<file path="config.mk">
export PLATFORM = sky130hd
export DESIGN_NAME = amd_cell
export DESIGN_NICKNAME = d
export VERILOG_FILES = /design/src/design/amd_alu_pkg.sv /design/src/design/amd_cell.sv
export SDC_FILE = /design/constraint.sdc
export NUM_CORES = 1
export LEC_CHECK = 0
export BUFFER_PORTS_ARGS = -buffer_cell sky130_fd_sc_hd__buf_2
export CORE_MARGIN = 4
export CORE_UTILIZATION = 55
export CTS_CLUSTER_DIAMETER = 80
export DETAILED_ROUTE_END_ITERATION = 8
export GPL_TIMING_DRIVEN = 0
export HOLD_SLACK_MARGIN = 0.03
export PLACE_DENSITY = 0.8
export REMOVE_ABC_BUFFERS = 1
export SLEW_MARGIN = 5
export SYNTH_ARGS = -nofsm -noshare
export SYNTH_HDL_FRONTEND = slang
export SYNTH_SLANG_ARGS = --single-unit
</file>
<file path="constraint.sdc">
create_clock -name i_clk -period 5.53 [get_ports i_clk]
set_clock_uncertainty 0.05 [all_clocks]
set_input_delay 1.106 -clock i_clk [delete_from_list [all_inputs] [get_ports i_clk]]
set_output_delay 1.106 -clock i_clk [all_outputs]
set_load 0.03 [all_outputs]
</file>
<file path="src/design/amd_alu_pkg.sv">
package amd_alu_pkg;

    localparam int MAX_WIDTH_DEF = 16;
    localparam int FIELD_W       = 16;
    localparam int CFG_W         = 5;
    localparam int MODE_W        = 3;

    localparam logic [MODE_W-1:0] MODE_UADD = 3'd0;
    localparam logic [MODE_W-1:0] MODE_SADD = 3'd1;
    localparam logic [MODE_W-1:0] MODE_UMUL = 3'd2;
    localparam logic [MODE_W-1:0] MODE_BMUL = 3'd3;
    localparam logic [MODE_W-1:0] MODE_UDIV = 3'd4;

    // Booth recoding pairs {q0, q-1}
    localparam logic [1:0] BOOTH_SUB = 2'b10;
    localparam logic [1:0] BOOTH_ADD = 2'b01;

    localparam logic [CFG_W-1:0] WIDTH_RESET = 5'd16;

    typedef struct packed {
        logic [MODE_W-1:0]  mode;
        logic [FIELD_W-1:0] operand_a;
        logic [FIELD_W-1:0] operand_b;
    } t_req;

    typedef struct packed {
        logic [FIELD_W-1:0] result_high;
        logic [FIELD_W-1:0] result_low;
        logic               carry_out;
        logic               overflow;
        logic               divide_by_zero;
    } t_rsp;

endpackage

</file>
<file path="src/design/amd_cell.sv">
// One iteration step for all three iterative modes; registered hand-off.
module amd_cell #(
    parameter int MW = amd_alu_pkg::MAX_WIDTH_DEF,
    parameter int IDX = 0
) (
    input  logic                         i_clk,
    input  logic                         i_rst_n,
    input  logic                         i_vld,
    input  logic [amd_alu_pkg::MODE_W-1:0] i_mode,
    input  logic [$clog2(MW+1)-1:0]      i_w,
    input  logic [MW-1:0]                i_m,
    input  logic [MW:0]                  i_acc,
    input  logic [MW-1:0]                i_q,
    input  logic                         i_q1,
    output logic                         o_vld,
    output logic [amd_alu_pkg::MODE_W-1:0] o_mode,
    output logic [$clog2(MW+1)-1:0]      o_w,
    output logic [MW-1:0]                o_m,
    output logic [MW:0]                  o_acc,
    output logic [MW-1:0]                o_q,
    output logic                         o_q1
);
    localparam int WW = $clog2(MW+1);

    logic [MW:0]   n_acc;
    logic [MW-1:0] n_q;
    logic          n_q1;
    logic          act;

    always_comb begin
        logic [MW:0]   sum;
        logic [MW:0]   ba;
        logic [MW:0]   rem;
        logic [MW-1:0] qsh;
        logic [MW-1:0] amask;
        logic [MW-1:0] topb;
        logic          qtop;
        sum   = '0;
        ba    = '0;
        rem   = '0;
        qsh   = '0;
        qtop  = 1'b0;
        amask = '1;
        topb  = '0;
        amask = ~({MW{1'b1}} << i_w);
        topb  = MW'(1) << (i_w - WW'(1));
        act   = (WW'(IDX) < i_w);
        n_acc = i_acc;
        n_q   = i_q;
        n_q1  = i_q1;
        case (i_mode)
            amd_alu_pkg::MODE_UMUL: begin
                // acc holds carry in bit w; shift whole {acc,q} right
                sum  = i_q[0] ? (i_acc + {1'b0, i_m}) : i_acc;
                n_q  = ((i_q >> 1) | (sum[0] ? topb : '0)) & amask;
                n_acc = sum >> 1;
            end
            amd_alu_pkg::MODE_BMUL: begin
                ba = i_acc;
                if ({i_q[0], i_q1} == amd_alu_pkg::BOOTH_SUB) begin
                    ba = i_acc - {1'b0, i_m};
                end else if ({i_q[0], i_q1} == amd_alu_pkg::BOOTH_ADD) begin
                    ba = i_acc + {1'b0, i_m};
                end
                ba    = ba & {1'b0, amask};
                n_q1  = i_q[0];
                n_q   = ((i_q >> 1) | (ba[0] ? topb : '0)) & amask;
                n_acc = (ba >> 1) | (ba & {1'b0, topb});
            end
            amd_alu_pkg::MODE_UDIV: begin
                // q holds dividend shifting out at bit w-1, quotient shifting in
                qtop = |(i_q & topb);
                rem  = {i_acc[MW-1:0], qtop};
                qsh  = (i_q << 1) & amask;
                if (rem >= {1'b0, i_m}) begin
                    n_acc = rem - {1'b0, i_m};
                    n_q   = qsh | MW'(1);
                end else begin
                    n_acc = rem;
                    n_q   = qsh;
                end
            end
            default: begin
            end
        endcase
        if (!act) begin
            n_acc = i_acc;
            n_q   = i_q;
            n_q1  = i_q1;
        end
    end

    always_ff @(posedge i_clk) begin
        if (!i_rst_n) begin
            o_vld <= 1'b0;
        end else begin
            o_vld <= i_vld;
        end
        o_mode <= i_mode;
        o_w    <= i_w;
        o_m    <= i_m;
        o_acc  <= n_acc;
        o_q    <= n_q;
        o_q1   <= n_q1;
    end
endmodule

</file>
==> results by group, run 1 <==
Outcome
  – Status: completed

Floorplanning
  – Boundary pin count: 120
  – # rows: 37
  – Die width: 112 um
  – Starting density of the core: 57.2%
  – Placeable core area: 10500 um2
  – Die area: 12600 um2
  – Die height: 112 um

Final layout
  – Fraction of layout cells with a size suffix above 1: 19.5%
  – # diodes: 0
  – Fin nets: 1016
  – Most common cell after layout, fill and taps aside: buf_2
  – Fillcell total: 964
  – Post-route cell area: 6820 um2
  – Commonest non-fill, non-tap cells in the layout: buf_2 (117), nor2_1 (89), a21oi_1 (77)
  – Synthesis-to-layout area growth: 13.9%
  – Util after Layout: 65.2%

Power
  – Pwr Total: 1.52 mW
  – Pwr dens: 222 nW/um2
  – Max VDD drop: 0.172 mV
  – P_leak: 2.94 nW

Global route
  – GR Util met3: 5.34%
  – Total GRT Usage: 29.6%
  – Initial antenna violation count: 0
  – GR Util met2: 43.6%
  – Largest net degree at the start of global routing: 48
  – Grt ovf: 0
  – First-pass GRT wire length: 30200 um
  – Most used routing layer: met2
  – GRT met1 Usage: 42.6%
  – Vias in the first global route: 5780

Clock tree
  – Root Driver: clkbuf_8
  – CTS Sinks: 59
  – CTS H-tree lvls: 3
  – TritonCTS clock tree: done
  – Register clock-pin slew on the reported worst setup and hold paths: 0.07 ns
  – CTS Buf Count: 9
  – Max clock buf depth: 2
  – Hold buffers post-CTS: 0

Synth
  – Yosys top cell by area: dfxtp_1
  – Yosys reg bits: 59
  – Cells after synthesis: 815
  – Number of synthesized flops with an enable pin: 0
  – Syn. warnings: 0
  – Avg Inst Size Synth: 7.35 um2
  – Synthesized area: 5990 um2
  – Sequential share of the synthesized area: 19.7%
  – Synth top area share: 19.7%
  – Most used DFF post-synth: dfxtp_1
  – Asr flop ratio synth: 0%
  – Largest cells by area after synthesis: dfxtp_1 (20%), ha_1 (10%), a21oi_1 (6.4%)
  – Yosys cell types: 78

Timing
  – Hold Slack: 0.808 ns
  – Final Hold Vio Count: 0
  – Setup Total Neg Slack: 0 ns
  – Max Fclk: 0.183 GHz
  – Unrepaired setup endpoints after global routing: yes
  – Final Setup Violations: 0
  – Max-slew violations: 0
  – Slew at the pin with the worst max-slew slack: 1.21 ns
  – Tmin final: 5.48 ns
  – Max-slew headroom: 19.5%
  – Final Cycle Share: 99.0%

Setup path
  – Crit Path Max Fanout: 16
  – Worst Path Buf+Inv: 4
  – CP max stage cell: o311a_1
  – Data arrival, critical path: 5.68 ns
  – Worst path required time: 5.73 ns
  – Crit path launch type: input port
  – Critical path class: input port to register
  – Crit path top cell by count: buf_4
  – Endpoint class of the critical path: register
  – Crit path max-delay family: compound AO/OA/AOI/OAI gates
  – Critical path, cell by cell: buf_4 > or2_2 > inv_1 > ha_4 > nand2_2 > nor2_1 > a22o_1 > a2111oi_0 > and3_2 > ha_1 > nor2b_1 > o211ai_1 > buf_4 > a211o_1 > nand3_1 > o311a_1 > nor2_4 > buf_8 > mux2_2 > a2111oi_2 > o21ai_0
  – Max stage delay on crit path: 0.41 ns

Detailed routing
  – DR vias/cell: 6.27
  – Final ANT Viol Nets: 0
  – WL/cell: 18.3 um
  – 1st-pass router iterations: 5
  – Initial DRC count: 886
  – Post-Route WL: 19000 um
  – Via count: 6538
  – DRC viols: 0

Place
  – GPL Wtd Cong: 1.03
  – HPWL after DPL: 14800 um
  – IO Port Bufs: 119
  – Post-DP Area: 6580 um2

Worst hold path
  – Hold Path Class: input port to register

Run
  – Max-cap violations: 0
-- logic make-up (layout without fill, tap and decap cells) --
group                    count (synthesis)  after routing  synth area share, %
AO/OA/AOI/OAI                          290            290                 32.3
buffers and inverters                   86            178                 6.04
XOR/XNOR                                35             35                 5.25
multiplexers                            25             25                 4.37
AND/OR/NAND/NOR                        267            267                 20.8
adder cells (fa/ha/maj)                 53             53                 11.5
flip-flops                              59             59                 19.7
-- Yosys cell counts (all sizes together), types with 5 or more instances --
master,count
buf,19
nor3,24
and2,5
clkbuf,27
o31ai,6
nand2,73
a211oi,14
mux2,9
o211ai,8
a31oi,19
nand3,12
dfxtp,59
a21oi,77
nand2b,16
o21a,5
nor2,91
or2,6
a2111oi,5
o22ai,9
ha,50
a22o,5
nor4,6
a41oi,5
or3,5
nand4,7
mux2i,16
xnor2,26
o41ai,7
o21ai,66
a21o,10
xor2,9
o21bai,7
inv,40
nor2b,11
-- report_power, final --
group	switching (mW)	internal (mW)	total (mW)
Combinational	0.442	0.247	0.689
Clock	0.197	0.160	0.357
Sequential	0.00783	0.462	0.469
-- per-layer routing --
layer	up-vias	wire, um	share of wire, %
li1	3175	-	-
met1	2965	8500	45
met2	357	8100	43
met3	41	1870	9.8
met4	0	572	3.0
met5	-	0	0
-- sequential cells by signal, summed over array words and instances, names as in the netlist --
register and flops:
o_m 16, o_mode 3, o_acc 17, o_w 5, o_q1 1, o_q 16, o_vld 1
-- cell type report --
cell class | count | area [um2] | area share [%]
Clock buffer | 9 | 124 | 1.82
Clock inverter | 7 | 45.0 | 0.661
Inverter | 40 | 150 | 2.20
Multi-Input combinational cell | 670 | 4510 | 66.1
Sequential cell | 59 | 1180 | 17.3
Tap cell | 136 | 170 | 2.50
Timing Repair Buffer | 122 | 638 | 9.36
-- path summary, 6_finish.rpt --
check	end	start	slack, ns	depth (start not counted)
worst max-delay path	o_acc[4]	i_w[1]	0.05	21
worst min-delay path	o_m[10]	i_m[10]	0.81	1
-- through the flow --
step | worst slack (ns) | instances
3_3_place_gp | -2.06 | 1024
4_1_cts | 0.0285 | 1043
3_5_place_dp | -0.884 | 1026
2_1_floorplan | -0.225 | 769
6_report | 0.0546 | 1043
5_1_grt | -0.0434 | 1043
-- repair_timing --
item	4_1_cts	5_1_grt
resized for setup	9	4
pin swaps	1	0
endpoints found under the setup margin	12	3
setup buffers	1	0
Note: power is estimated with default switching activity, not from simulation.
==> inputs of run 2 (changes only) <==
CORE_UTILIZATION = 45   (was 55)
PLACE_DENSITY = 0.67   (was 0.8)
==> results by group, run 2 (same netlist as run 1, synthesis figures left out) <==
Outcome
  – Status: completed

Setup path
  – Crit path launch type: input port
  – Critical path class: input port to register
  – Data arrival, critical path: 5.59 ns (-0.09 ns)
  – Endpoint class of the critical path: register
  – Worst path required time: 5.70 ns (-0.03 ns)
  – Crit Path Max Fanout: 14 (-2)

Global route
  – Largest net degree at the start of global routing: 48 (unchanged)
  – Initial antenna violation count: 0 (unchanged)
  – Total GRT Usage: 26.0% (-3.6 points)
  – Vias in the first global route: 5771 (-0.16%)
  – First-pass GRT wire length: 30800 um (+2.0%)
  – Grt ovf: 0 (unchanged)

Final layout
  – Most common cell after layout, fill and taps aside: buf_2
  – Register with the most flip-flops: o_acc
  – Largest registers: o_acc x17, o_m x16, o_q x16
  – Fin cells: 1082 (+3.7%)
  – Area of the multi-input gates: 4520 um2 (+0.31%)
  – Max FFs per register: 17 (unchanged)
  – Fin nets: 1019 (+0.30%)
  – Commonest non-fill, non-tap cells in the layout: buf_2 (117), nor2_1 (88), a21oi_1 (77)
  – # diodes: 0 (unchanged)
  – Fillcell total: 1250 (+30%)
  – Reg area: 1180 um2 (unchanged)
  – Fraction of layout cells with a size suffix above 1: 20.1% (+0.60 points)
  – Synthesis-to-layout area growth: 18.3%
  – Util after Layout: 55.2% (-9.9 points)

Detailed routing
  – Wl on met1: 9110 um (+7.2%)
  – WL met2: 8620 um (+6.4%)
  – Final ANT Viol Nets: 0 (unchanged)
  – 1st-pass router iterations: 7 (+2)
  – DR top layer: met4
  – DR vias/cell: 6.03 (-3.8%)
  – WL/cell: 18.6 um (+1.8%)
  – Met3 WL: 1820 um (-2.6%)
  – Via count: 6522 (-0.24%)
  – Post-Route WL: 20100 um (+5.6%)
  – DRC viols: 0 (unchanged)
  – Initial DRC count: 916 (+3.4%)

Floorplanning
  – Starting density of the core: 46.7% (-11 points)
  – Die height: 123 um (+9.8%)
  – Placeable core area: 12800 um2 (+23%)
  – Die width: 123 um (+9.8%)
  – # rows: 41 (+11%)
  – Boundary pin count: 120 (unchanged)
  – Die area: 15200 um2 (+21%)

Timing
  – Slew at the pin with the worst max-slew slack: 1.26 ns (+0.0557 ns)
  – Max Fclk: 0.184 GHz (+0.99%)
  – Tmin final: 5.42 ns (-0.0539 ns)
  – Final Cycle Share: 98.0% (-0.97 points)
  – Max-slew headroom: 15.8% (-3.7 points)
  – Unrepaired setup endpoints after global routing: yes
  – Max-slew violations: 0 (unchanged)
  – Final Hold Vio Count: 0 (unchanged)
  – Final Setup Violations: 0 (unchanged)
  – Setup Total Neg Slack: 0 ns (unchanged)

Power
  – Net Sw Frac: 37.6% (-5.1 points)
  – Psw: 0.675 mW (+4.3%)
  – Clock power frac: 34.8% (+11 points)
  – Pwr dens: 254 nW/um2 (+14%)
  – Pint: 1.12 mW (+29%)
  – P_leak: 3.03 nW (+3.2%)
  – Logic pwr share: 39.0% (-6.5 points)
  – Max VDD drop: 0.110 mV (-36%)
  – Register share of total power: 26.1% (-4.9 points)

Clock tree
  – Max clock buf depth: 2 (unchanged)
  – Hold buffers post-CTS: 0 (unchanged)
  – Register clock-pin slew on the reported worst setup and hold paths: 0.06 ns (about the same)
  – CTS Sinks: 59 (unchanged)
  – TritonCTS clock tree: done
  – CTS H-tree lvls: 3 (unchanged)
  – Root Driver: clkbuf_16
  – CTS Buf Count: 9 (unchanged)

Place
  – GPL Wtd Cong: 0.917 (-11%)
  – HPWL after DPL: 15300 um (+2.9%)
  – Placed insts: 1062 (+3.5%)
  – IO Port Bufs: 119 (unchanged)

Worst hold path
  – Hold_sp: i_m[7]
  – Hold Path Class: input port to register
  – Hold Crit Depth: 1 (unchanged)
  – Worst Hold End: o_m[7]

Run
  – Max-cap violations: 0 (unchanged)
-- run 2: power groups by stage --
stage	Sequential [mW]	Combinational, mW	Clock [mW]
2_1_floorplan	0.556	0.381	0
3_3_place_gp	0.478	0.660	0
3_5_place_dp	0.479	0.670	0
4_1_cts	0.469	0.682	0.631
5_1_grt	0.472	0.758	0.644
6_report	0.469	0.701	0.626
-- run 2: through the flow --
stage               setup slack (ns)  power, mW  hold slack (ns)  cell area [um2]
finish                         0.109       1.80            0.834             7080
global placement               -2.15       1.14             1.19             6590
global route                 -0.0133       1.87            0.837             7080
CTS                           0.0112       1.78            0.833             7040
floorplan                     -0.225      0.937             1.08             5780
detailed placement            -0.937       1.15             1.20             6650
-- run 2: how the worst max path moves through the flow --
stage	startpoint	endpoint	slack, ns
2_1_floorplan	i_w[1]	o_acc[4]	-0.23
3_3_place_gp	i_w[0]	o_acc[4]	-2.15
3_5_place_dp	i_w[0]	o_acc[4]	-0.94
4_1_cts	i_w[1]	o_acc[4]	0.01
5_1_grt	i_w[1]	o_acc[14]	-0.01
6_report	i_w[1]	o_acc[4]	0.11
-- run 2: area by class of cell --
class	count	area share, %
multi-input cells	670	63.9
clock inverters	6	1.25
flip-flops and latches	59	16.7
well taps	172	3.04
clock buffers	10	3.37
repair buffers	125	9.68
inverters	40	2.12
-- run 2: critical path, cell delays in order --
cell       delay (ns)
clkbuf_4         0.20
or2_2            0.36
inv_1            0.10
ha_4             0.23
nand2b_2         0.21
nor2_1           0.12
a22o_1           0.21
a2111oi_2        0.31
and3_2           0.31
ha_1             0.19
nor2b_1          0.07
o211ai_1         0.16
buf_4            0.15
a211o_1          0.12
nand3_1          0.12
o311a_1          0.41
nor2_4           0.19
mux2_2           0.40
a2111oi_1        0.49
o21ai_0          0.12
-- run 2: what timing repair did --
action | in CTS | in global routing
endpoints found under the setup margin | 17 | 13
buffers inserted | 3 | 1
pin swaps | 2 | 1
resized for setup | 10 | 7
-- run 2: per-layer routing --
layer,global-route usage (%),vias to the layer above
li1,-,3181
met1,37.5,2956
met2,38.5,343
met3,4.62,42
met4,9.83,0
met5,0,-
==> inputs of run 3 (changes only) <==
CORE_UTILIZATION = 36   (was 45)
PLACE_DENSITY = unset   (was 0.67)
==> results by group, run 3 (same netlist as run 1, synthesis figures left out) <==
Detailed routing
  – DRC viols: 0 (unchanged)
  – Post-Route WL: 22300 um (+11%)
  – WL/cell: 19.7 um (+6.1%)
  – Via count: 6705 (+2.8%)
  – DR vias/cell: 5.94 (-1.5%)
  – 1st-pass router iterations: 5 (-2)
  – Final ANT Viol Nets: 0 (unchanged)
  – Initial DRC count: 639 (-30%)

Final layout
  – Synthesis-to-layout area growth: 19.1%
  – Area of the multi-input gates: 4520 um2 (unchanged)
  – Most common cell after layout, fill and taps aside: buf_2
  – # diodes: 0 (unchanged)
  – Fillcell total: 1711 (+37%)
  – Max FFs per register: 17 (unchanged)
  – Post-route cell area: 7130 um2 (+0.62%)
  – Fin nets: 1022 (+0.29%)
  – Register with the most flip-flops: o_acc
  – Largest registers: o_acc x17, o_m x16, o_q x16
  – Fraction of layout cells with a size suffix above 1: 20.4% (+0.26 points)
  – Commonest non-fill, non-tap cells in the layout: buf_2 (117), nor2_1 (89), a21oi_1 (77)
  – Reg area: 1180 um2 (unchanged)

Clock tree
  – Max clock buf depth: 2 (unchanged)
  – Hold buffers post-CTS: 0 (unchanged)
  – Root Driver: clkbuf_16
  – CTS H-tree lvls: 3 (unchanged)
  – CTS Sinks: 59 (unchanged)
  – Register clock-pin slew on the reported worst setup and hold paths: 0.06 ns (about the same)
  – TritonCTS clock tree: done
  – CTS Buf Count: 9 (unchanged)

Setup path
  – Endpoint class of the critical path: register
  – Crit path max-delay family: compound AO/OA/AOI/OAI gates
  – Worst Path Buf+Inv: 3 (unchanged)
  – Crit path launch type: input port
  – Crit Path Max Fanout: 14 (unchanged)
  – CP max stage cell: o311a_1
  – Worst path required time: 5.68 ns (-0.02 ns)
  – Critical path class: input port to register
  – Data arrival, critical path: 5.47 ns (-0.12 ns)
  – Critical path, cell by cell: clkbuf_4 > or2_2 > inv_1 > ha_4 > nand2_2 > nor2_1 > a22o_1 > a2111oi_2 > and3_4 > ha_1 > nor2b_1 > o211ai_1 > a211o_1 > nand3_1 > o311a_1 > nor2_4 > buf_8 > mux2_2 > a2111oi_1 > o21ai_0
  – Max stage delay on crit path: 0.37 ns (-0.12 ns)

Power
  – Psw: 0.691 mW (+2.4%)
  – Max VDD drop: 0.150 mV (+36%)
  – Register share of total power: 26.7% (+0.6 points)
  – Logic pwr share: 40.1% (+1.1 points)
  – Pwr Total: 1.76 mW (-2.1%)
  – Clock power frac: 33.2% (-1.6 points)
  – Pwr dens: 247 nW/um2 (-2.7%)
  – P_leak: 3.03 nW (about the same)
  – Pint: 1.07 mW (-4.8%)
  – Net Sw Frac: 39.3% (+1.7 points)

Timing
  – Max-slew violations: 0 (unchanged)
  – Final Hold Vio Count: 0 (unchanged)
  – Max-slew headroom: 16.0% (+0.22 points)
  – Max Fclk: 0.188 GHz (+1.8%)
  – Tmin final: 5.33 ns (-0.0939 ns)
  – Final Cycle Share: 96.3% (-1.7 points)
  – Slew at the pin with the worst max-slew slack: 1.26 ns (-0.00324 ns)
  – Final Setup Violations: 0 (unchanged)

Global route
  – Most used routing layer: met2
  – GRT met1 Usage: 32.0% (-5.5 points)
  – GR Util met2: 35.6% (-2.9 points)
  – Vias in the first global route: 6060 (+5.0%)
  – Initial antenna violation count: 0 (unchanged)
  – Largest net degree at the start of global routing: 48 (unchanged)
  – First-pass GRT wire length: 33600 um (+9.0%)
  – Total GRT Usage: 23.3% (-2.8 points)
  – GR Util met3: 4.56% (-0.061 points)
  – Grt ovf: 0 (unchanged)

Floorplanning
  – # rows: 46 (+12%)
  – Die area: 18800 um2 (+23%)
  – Placeable core area: 16100 um2 (+26%)
  – Die width: 137 um (+11%)
  – Boundary pin count: 120 (unchanged)
  – Starting density of the core: 37.2% (-9.5 points)
  – Die height: 137 um (+11%)

Worst hold path
  – Hold Path Class: input port to register
  – Worst Hold End: o_m[7]
  – Hold_sp: i_m[7]
  – Hold Crit Depth: 1 (unchanged)

Place
  – GPL Wtd Cong: 0.958 (+4.4%)
  – Post-DP Area: 6710 um2 (+0.92%)
  – HPWL after DPL: 16800 um (+10%)
  – IO Port Bufs: 119 (unchanged)

Outcome
  – Status: completed

Run
  – Max-cap violations: 0 (unchanged)
run 3: power groups by stage:
stage | sequential (mW) | combinational, mW | clock, mW
CTS | 0.470 | 0.684 | 0.601
finish | 0.469 | 0.705 | 0.585
global route | 0.472 | 0.763 | 0.615
floorplan | 0.556 | 0.381 | 0
global placement | 0.478 | 0.670 | 0
detailed placement | 0.479 | 0.677 | 0
run 3: metrics by stage:
step                      std cells  setup WS, ns  utilization (%)  hold WS (ns)  TNS [ns]
after floorplan                 769        -0.225                -          1.08    -0.225
after global placement         1104         -1.81             41.2          1.19    -23.79
after detailed placement       1108        -0.848             41.7          1.19     -8.46
after CTS                      1125        0.0400             43.8         0.825         0
after global routing           1129       -0.0511             44.2         0.839   -0.0561
final                          1129         0.202             44.2         0.834         0
run 3: what timing repair did:
| item | CTS | global route |
|---|---|---|
| gates resized for setup | 8 | 10 |
| setup endpoints to repair | 15 | 9 |
| endpoints found under the hold margin | 0 | 0 |
| buffers inserted | 1 | 4 |
| pin swaps | 1 | 4 |
run 3: worst max-delay path by stage:
| stage | startpoint | cells after the start | endpoint | slack (ns) |
|---|---|---|---|---|
| after floorplan | i_w[1] | 18 | o_acc[4] | -0.23 |
| after global placement | i_w[0] | 19 | o_acc[4] | -1.81 |
| after detailed placement | i_w[0] | 20 | o_acc[4] | -0.85 |
| after CTS | i_w[1] | 20 | o_acc[4] | 0.04 |
| after global routing | i_w[1] | 20 | o_acc[4] | -0.05 |
| final | i_w[1] | 20 | o_acc[4] | 0.20 |
run 3: layout make-up:
type	count	share of cell area [%]
clock buffer	9	3.16
inverter	40	2.11
sequential	59	16.6
clock inverter	7	1.09
timing repair buffer	128	9.81
multi-input combinational	670	63.5
tap	216	3.79
run 3: routing by layer:
metal  wire [um]  up-vias
met5           0        -
met4         801        0
met3        2030       47
met2        9710      346
met1        9710     3121
li1            -     3191
